[src/design/tdsdf_pkg.sv]
`timescale 1ns / 1ps
package tdsdf_pkg;

  localparam int HEADER_BYTES = 8;
  localparam int WIN_LEN      = HEADER_BYTES + 1;
  localparam int FILL_W       = $clog2(WIN_LEN + 1);
  localparam int LEN_W        = 16;

  localparam logic [7:0] HDR_TYPE_BYTE = 8'h0F;
  localparam logic [7:0] TAIL_A        = 8'h21;
  localparam logic [7:0] TAIL_B        = 8'h61;
  localparam logic [7:0] TAIL_C        = 8'h00;
  localparam logic [7:0] STATUS_MORE   = 8'h00;
  localparam logic [7:0] STATUS_EOM    = 8'h01;

  localparam logic [LEN_W-1:0] MAX_LEN_RESET = 16'd8192;
  localparam logic [LEN_W-1:0] MIN_LEN_RESET = 16'd8;

  typedef enum logic [0:0] {
    CFG_MAX_LEN = 1'b0,
    CFG_MIN_LEN = 1'b1
  } cfg_index_t;

  typedef logic [7:0] byte_t;

endpackage

[src/design/tds_packet_deframer_top.sv]
`timescale 1ns / 1ps
// The result of each input transfer is registered into the output register.
// Throughput: one byte per cycle; the input stays ready while the output register
// is empty or being drained in the same cycle.
// Reset (rst, synchronous): clears hunt/payload control, output valid and both
// length registers (max_len 8192, min_len 8); header window contents are not reset.
module tds_packet_deframer_top (
  input  logic                     clk,
  input  logic                     rst,
  input  logic                     s_tvalid,
  output logic                     s_tready,
  input  logic [7:0]               s_tdata,   // [7:0] data_byte
  output logic                     m_tvalid,
  input  logic                     m_tready,
  output logic [7:0]               m_tdata,   // [7:0] payload_byte
  output logic [1:0]               m_tuser,   // [0] payload_valid, [1] message_start
  output logic                     m_tlast,   // message_end
  input  logic                     cfg_we,
  input  tdsdf_pkg::cfg_index_t    cfg_index,
  input  logic [tdsdf_pkg::LEN_W-1:0] cfg_wdata
);
  import tdsdf_pkg::*;

  localparam logic [FILL_W-1:0] FILL_FULL = FILL_W'(WIN_LEN);
  localparam logic [FILL_W-1:0] FILL_LAST = FILL_W'(WIN_LEN - 1);
  localparam logic [LEN_W-1:0]  HDR_LEN   = LEN_W'(HEADER_BYTES);
  localparam logic [LEN_W-1:0]  WIN_LEN_L = LEN_W'(WIN_LEN);

  byte_t             win [WIN_LEN];
  byte_t             win_next [WIN_LEN];
  logic [FILL_W-1:0] fill, fill_next;
  logic              in_payload, in_payload_next;
  logic [LEN_W-1:0]  bytes_left, bytes_left_next;
  logic              final_fragment, final_fragment_next;
  logic              message_open, message_open_next;
  logic [LEN_W-1:0]  max_len, min_len;

  logic              acc;
  logic              res_valid, res_pv, res_start, res_end;
  byte_t             res_byte;
  logic [LEN_W-1:0]  pkt_len, bl_dec;
  logic              hdr_ok, status;

  assign s_tready = !m_tvalid || m_tready;
  assign acc      = s_tvalid && s_tready;

  always_comb begin
    for (int i = 0; i < WIN_LEN - 1; i++) begin
      win_next[i] = win[i+1];
    end
    win_next[WIN_LEN-1] = s_tdata;
  end

  assign pkt_len = {win_next[2], win_next[3]};
  assign bl_dec  = bytes_left - LEN_W'(1);
  assign status  = win_next[1][0];
  assign hdr_ok  = (win_next[0] == HDR_TYPE_BYTE)
                && (win_next[1] == STATUS_MORE || win_next[1] == STATUS_EOM)
                && (win_next[WIN_LEN-1] == TAIL_A || win_next[WIN_LEN-1] == TAIL_B
                    || win_next[WIN_LEN-1] == TAIL_C)
                && (pkt_len >= HDR_LEN)
                && (pkt_len >= min_len) && (pkt_len <= max_len);

  always_comb begin
    fill_next           = fill;
    in_payload_next     = in_payload;
    bytes_left_next     = bytes_left;
    final_fragment_next = final_fragment;
    message_open_next   = message_open;
    res_valid           = 1'b0;
    res_byte            = s_tdata;
    res_pv              = 1'b1;
    res_start           = 1'b0;
    res_end             = 1'b0;
    if (in_payload) begin
      bytes_left_next = bl_dec;
      res_valid       = 1'b1;
      if (bl_dec == '0) begin
        in_payload_next = 1'b0;
        fill_next       = '0;
        if (final_fragment) begin
          res_end           = 1'b1;
          message_open_next = 1'b0;
        end
      end
    end else begin
      fill_next = (fill >= FILL_LAST) ? FILL_FULL : fill + FILL_W'(1);
      if (fill_next == FILL_FULL && hdr_ok) begin
        res_start = !message_open;
        if (pkt_len == HDR_LEN) begin
          // empty packet: keep the trailing byte as the first byte of the next hunt
          fill_next = FILL_W'(1);
          if (status) begin
            message_open_next = 1'b0;
            res_valid         = 1'b1;
            res_byte          = '0;
            res_pv            = 1'b0;
            res_end           = 1'b1;
          end
        end else begin
          message_open_next   = 1'b1;
          bytes_left_next     = pkt_len - WIN_LEN_L;
          final_fragment_next = status;
          fill_next           = '0;
          res_valid           = 1'b1;
          if (pkt_len == WIN_LEN_L) begin
            if (status) begin
              res_end           = 1'b1;
              message_open_next = 1'b0;
            end
          end else begin
            in_payload_next = 1'b1;
          end
        end
      end
    end
  end

  always_ff @(posedge clk) begin
    if (acc) begin
      win <= win_next;
    end
  end

  always_ff @(posedge clk) begin
    if (rst) begin
      fill           <= '0;
      in_payload     <= 1'b0;
      bytes_left     <= '0;
      final_fragment <= 1'b0;
      message_open   <= 1'b0;
      m_tvalid       <= 1'b0;
      max_len        <= MAX_LEN_RESET;
      min_len        <= MIN_LEN_RESET;
    end else begin
      if (cfg_we) begin
        unique case (cfg_index)
          CFG_MAX_LEN: max_len <= cfg_wdata;
          CFG_MIN_LEN: min_len <= cfg_wdata;
          default:     ;
        endcase
      end
      if (acc) begin
        fill           <= fill_next;
        in_payload     <= in_payload_next;
        bytes_left     <= bytes_left_next;
        final_fragment <= final_fragment_next;
        message_open   <= message_open_next;
        m_tvalid       <= res_valid;
      end else if (m_tready) begin
        m_tvalid <= 1'b0;
      end
    end
  end

  always_ff @(posedge clk) begin
    if (acc && res_valid) begin
      m_tdata <= res_byte;
      m_tuser <= {res_start, res_pv};
      m_tlast <= res_end;
    end
  end

  a_fill_range: assert property (@(posedge clk) disable iff (rst)
    fill <= FILL_FULL)
    else $error("window fill out of range");

  a_payload_count: assert property (@(posedge clk) disable iff (rst)
    in_payload |-> bytes_left != '0)
    else $error("payload active with zero bytes left");

  a_marker_ends: assert property (@(posedge clk) disable iff (rst)
    (m_tvalid && !m_tuser[0]) |-> m_tlast)
    else $error("end marker without message end");

  a_payload_no_fill: assert property (@(posedge clk) disable iff (rst)
    in_payload |-> fill == '0)
    else $error("window not empty during payload");

endmodule

[config.mk]
export PLATFORM = sky130hd
export DESIGN_NAME = tds_packet_deframer_top
export DESIGN_NICKNAME = d
export VERILOG_FILES = /design/src/design/tdsdf_pkg.sv /design/src/design/tds_packet_deframer_top.sv
export SDC_FILE = /design/constraint.sdc
export NUM_CORES = 1
export LEC_CHECK = 0
export BUFFER_PORTS_ARGS = -buffer_cell sky130_fd_sc_hd__buf_2
export CAP_MARGIN = 20
export CORE_MARGIN = 2
export CORE_UTILIZATION = 55
export DETAILED_ROUTE_END_ITERATION = 10
export HOLD_SLACK_MARGIN = 0.12
export PLACE_DENSITY = 0.74
export RECOVER_POWER = 100
export SYNTH_ARGS = -nofsm -noshare
export SYNTH_HDL_FRONTEND = slang
export SYNTH_SLANG_ARGS = --single-unit
[constraint.sdc]
create_clock -name clk -period 4.7 [get_ports clk]
set_input_delay 1.175 -clock clk [delete_from_list [all_inputs] [get_ports clk]]
set_output_delay 1.175 -clock clk [all_outputs]
set_load 0.005 [all_outputs]
Yosys cells after proc, flatten, opt, wreduce, memory -nomap -nowiden --
Index checks and enable logic that the tools add are counted.
Cells by class: add/sub/neg operators 3, $mul 0, div/mod/pow operators 0, order comparisons 4, equal/unequal tests 11, shift-type cells 0, mux-type cells 37, bitwise gates (word level) 4, reduce and logical (&&, ||, !) cells 27
Operators with widths (number):
- $mux 16 | 3
- $eq 16x4->1 const B | 2
- $mux 8 | 4
- $mux 1 | 26
- $ge 16x16->1 | 1
- $ge 16x4->1 const B | 1
- $le 16x16->1 | 1
- $logic_not 16->1 | 1
- $logic_not 8->1 | 2
- $mux 4 | 4
- $sub 16x1->16 const B | 1
- $sub 16x4->16 const B | 1
- $eq 8x1->1 const B | 1
- $eq 8x4->1 const B | 1
- $eq 8x6->1 const B | 1
- $eq 8x7->1 const B | 1
- $logic_and 1x1->1 | 8
- $reduce_and 2->1 | 3
- $reduce_and 5->1 | 1
- $add 4x1->4 const B | 1
- $eq 4x4->1 const B | 1
- $ge 4x4->1 const B | 1
- $logic_or 1x1->1 | 4
- $ne 2x1->1 const B | 2
- 9 further kinds | 14
Storage, ports and cells: bits in registers 131, bits in latches 0, bits in writable memories 0, memory bits (read-only) 0, output and inout port bits 13, memories kept 0

Depth between registers and ports, before layout --
depth in word-level cells 11, gate-level depth with buffers 10, gate-level depth less buffers 9

Least setup slack after synthesis --
OpenSTA, ideal clock, no wires.
path type input port to flip-flop, start input port m_tready, end register message_open, arrival time 4.039 ns, data required time 4.467 ns, slack 0.428 ns, stages on the path 6, path through nand2b_1 -> nand2_1 -> inv_1 -> clkbuf_1 -> buf_1 -> o211ai_1
Between the ends: cells in the longest elaborated chain, start to end 3
Ends and longest elaborated chain:
- from (decl) | RTL line tds_packet_deframer_top.sv:14 | input logic m_tready,
- $logic_or 1x1->1 | RTL line tds_packet_deframer_top.sv:44 | assign s_tready = !m_tvalid || m_tready;
- $logic_and 1x1->1 | RTL line tds_packet_deframer_top.sv:45 | assign acc = s_tvalid && s_tready;
- named net acc | RTL line tds_packet_deframer_top.sv:38 | logic acc;
- $reduce_and 5->1 (no line)
- to (signal assigned) | RTL line tds_packet_deframer_top.sv:148 | message_open <= message_open_next;
- to (decl) | RTL line tds_packet_deframer_top.sv:35 | logic message_open, message_open_next;
The timed path passes the listed nets, and every way through them passes these cells. A chain may end at the register's enable or synchronous reset.

Worst setup path in the final report --
start input port m_tready, end register bytes_left[9]
Between the ends: cells in the longest elaborated chain, start to end 3
Ends and longest elaborated chain:
- $logic_or 1x1->1 | RTL line tds_packet_deframer_top.sv:44
- $logic_and 1x1->1 | RTL line tds_packet_deframer_top.sv:45
- $reduce_and 3->1 (no line)
- to (signal assigned) | RTL line tds_packet_deframer_top.sv:146 | bytes_left <= bytes_left_next;
- to (decl) | RTL line tds_packet_deframer_top.sv:33 | logic [LEN_W-1:0] bytes_left, bytes_left_next;
Every way passes these cells.

==> results.md <==
- Worst Path Required: about 5 ns
- Pint: between 0.002 and 0.0025 W
- Reg2reg end: m_tdata[0]
- Final std cell area, no fill: 0.00719 mm²
- Max-slew violation count: 0
- Remaining global-route overflow: 0
- DPL Wire Length: 10.0 mm
- Die Wd: 112 µm
- H-tree depth: 4
- I/O Buffers: 42
- Post_cts resized: 0
- CTS tree: done
- Setup violations, final: 0
- FILL cells: 941
- Synthesized Nets: 699
- Largest net degree at the start of global routing: 57
- Ports: 43
- DRT Wirelength: approximately 15 mm
- NumNets Final: between 700 and 800
- Dpl ws: around 1.1 ns
- Peak supply drop: between 0.3 and 0.4 mV
- Worst setup SP type: input pin
- Syn Area/Cell: between 10 and 15 µm²
- Worst r2r src: pkt_len[13]
- First-pass GRT wire length: approximately 24 mm
- Unrepaired setup endpoints after global routing: false
- Main synth FF type: edfxtp_1
- CP Data Arrival Time: 4.01 ns
- Clk sinks: 131
- Comb pwr share: between 8 and 9%
- Clock power frac: 42.8%
- Antenna violations before repair: 0
- Post-Syn Area: between 0.006 and 0.007 mm²
- DRC: 0
- Hold EP: pkt_len[3]
- Hold Crit Depth: 0
- Crit path max fanout: 51
- Share of cells above drive strength 1: about a tenth
- Antenna viol nets, final: 0
- Post-synth ARST share: 0%
- Leakage Power: around 2.6 nW
- Clock slew at reported path FFs: ~0.060 ns
- Dpl cell area: ~0.0067 mm²
- Setup tns final: 0 ns
- RD Place Congestion: between 0.9 and 1
- Status: finished, final reports clean
- Most frequent cells in the layout: nand2_1 (91), edfxtp_1 (75), a21oi_1 (60)
- Sequential Area: around 0.0034 mm²
- Final Hold Viols: 0
- Hold_buf cts: 0
- Worst r2r path cells: 8
- Clock skew: between 0.007 and 0.008 ns
- Crit path capture type: flop
- Iteration-0 DRC Markers: approximately 580
- Die ar.: 0.0126 mm²
- Core area: 0.0114 mm²
- Clk buf depth: 2
- Post-synth EDFFs: 75
- Worst-Skew Late Latency: ~0.42 ns
- Sw Share: 24.9%
- DRT Pass-1 Iters: 6
- Drt via density: around 6.0
- Root buffer cell: clkbuf_16
- Max frequency: around 270 MHz
- Minimum clock period: about 3.7 ns
- Setup slack, reg-to-reg: 1.01 ns
- Commonest non-fill, non-tap cell in the layout: nand2_1
- Power after layout: roughly 0.0027 W
- Yosys cell types: 69
- Hold_sp: win[27]
- Vias: 4,942
- Area of the multi-input gates: between 0.002 and 0.003 mm²
- Sequential Power Share: between 40% and 50%
- Slew headroom: a little under a fifth
- Worst setup margin: around 0.99 ns
- Initial core utilization: 56.3%
- Worst-Margin Slew: between 1 and 1.5 ns
- Vias in the first global route: around 4,800
- Net switching power: 0.000669 W
- YS warnings: 0
- Min-Delay Path Class: reg -> reg
- ANT cells: 0
- PD cells: ~370 mW/mm²
- CTS buffer count: 17
- Postcts setup bufs: 0
- GR Util All Layers: 24.3%
- Synthesized flop and latch total: between 100 and 150
- Max-Cap Viols: 0
- Wire per inst: roughly 18 µm
- WS Path Type: in -> reg
- Register area share after synthesis: a little over half
- Core Rows: 39
- Final period utilization: between 70% and 80%
- Area growth from synthesis to layout: 11.9%
- Syn Inst Count: 630
- Die height: between 100 and 150 µm
## metal layers
metal  global-route usage, %  wire [µm]  vias up
met5                       0          0        -
met4                    9.19        315        0
met3                    6.80        988       35
met2                    37.3       6870      167
met1                    33.0       6580     2359
li1                        -          -     2381
## logic make-up (layout without fill, tap and decap cells)
family	after synthesis	in the layout	synth area share (%)
and+or+nand+nor	222	222	18.1
AOI/OAI and AO/OA	146	146	14.7
DFF	131	131	52.5
buffers and inverters	74	123	4.54
adders and majority gates	39	39	7.59
xor gates and xnor gates	13	13	1.77
muxes	5	5	0.779
## worst max-delay path by stage
stage / from / to / depth (start not counted)
finish: m_tready / bytes_left[9] / 7
global route: pkt_len[13] / m_tuser[0] / 9
CTS: pkt_len[11] / m_tuser[1] / 9
detailed placement: s_tdata[3] / m_tlast / 8
global placement: s_tdata[3] / m_tuser[1] / 8
floorplan: m_tready / message_open / 6
## sequential cells by signal, indices dropped and copies added, names as in the netlist, 2 cells and up
signal / count
min_len: 16
fill: 4
win: 47
m_tuser: 2
m_tdata: 8
pkt_len: 16
bytes_left: 16
max_len: 16
## power groups by stage
stage / sequential, W / combinational (W) / clock, W
finish: 0.00130 / 0.000233 / 0.00115
global route: 0.00131 / 0.000263 / 0.00122
CTS: 0.00130 / 0.000236 / 0.00117
detailed placement: 0.00133 / 0.000233 / 0
global placement: 0.00132 / 0.000223 / 0
floorplan: 0.00131 / 0.000171 / 0
## synth_stat cells (3+ instances only)
cell,instances,area [µm²]
inv_1,41,154
or3_1,7,43.8
o31ai_1,4,30.0
nor2b_1,5,31.3
xor2_1,10,87.6
ha_1,39,488
o21ai_1,4,20.0
nor3_1,12,60.1
a31oi_1,6,37.5
nand3_1,19,95.1
a21o_1,3,22.5
nand2b_1,7,43.8
xnor2_1,3,26.3
or4_4,3,33.8
nand2_1,91,342
edfxtp_1,75,2250
or2_2,3,18.8
nor2_1,25,93.8
and2_1,4,25.0
nand4_1,12,75.1
or4_1,4,30.0
dfxtp_1,56,1120
a21oi_1,60,300
a211oi_1,5,37.5
clkbuf_1,27,101
nor4_1,11,68.8
o21a_1,3,22.5
o21ai_0,22,110
o211ai_1,9,67.6
o41a_1,3,33.8
mux2i_1,5,50.1
o31a_1,3,26.3
## cell type report
class | count | area share [%]
Inverter | 42 | 2.19
Clock buffer | 18 | 5.97
Sequential cell | 131 | 46.9
Clock inverter | 14 | 1.27
Tap cell | 143 | 2.49
Multi-Input combinational cell | 425 | 38.1
Timing Repair Buffer | 49 | 3.08
## through the flow
step           std cells  hold slack, ns  util (%)
2_1_floorplan        630           0.400         -
3_3_place_gp         789           0.400      58.9
3_5_place_dp         790           0.405      59.0
4_1_cts              822           0.415      63.5
5_1_grt              822           0.422      63.0
6_report             822           0.415      63.0
## critical path, stage by stage
cell and delay [ns]:
buf_2 0.07, nand2b_1 0.16, nand2_1 0.37, inv_1 0.63
clkbuf_2 1.01, nand3_1 0.25, o221a_1 0.30
Power figures use the tool's default switching activity.
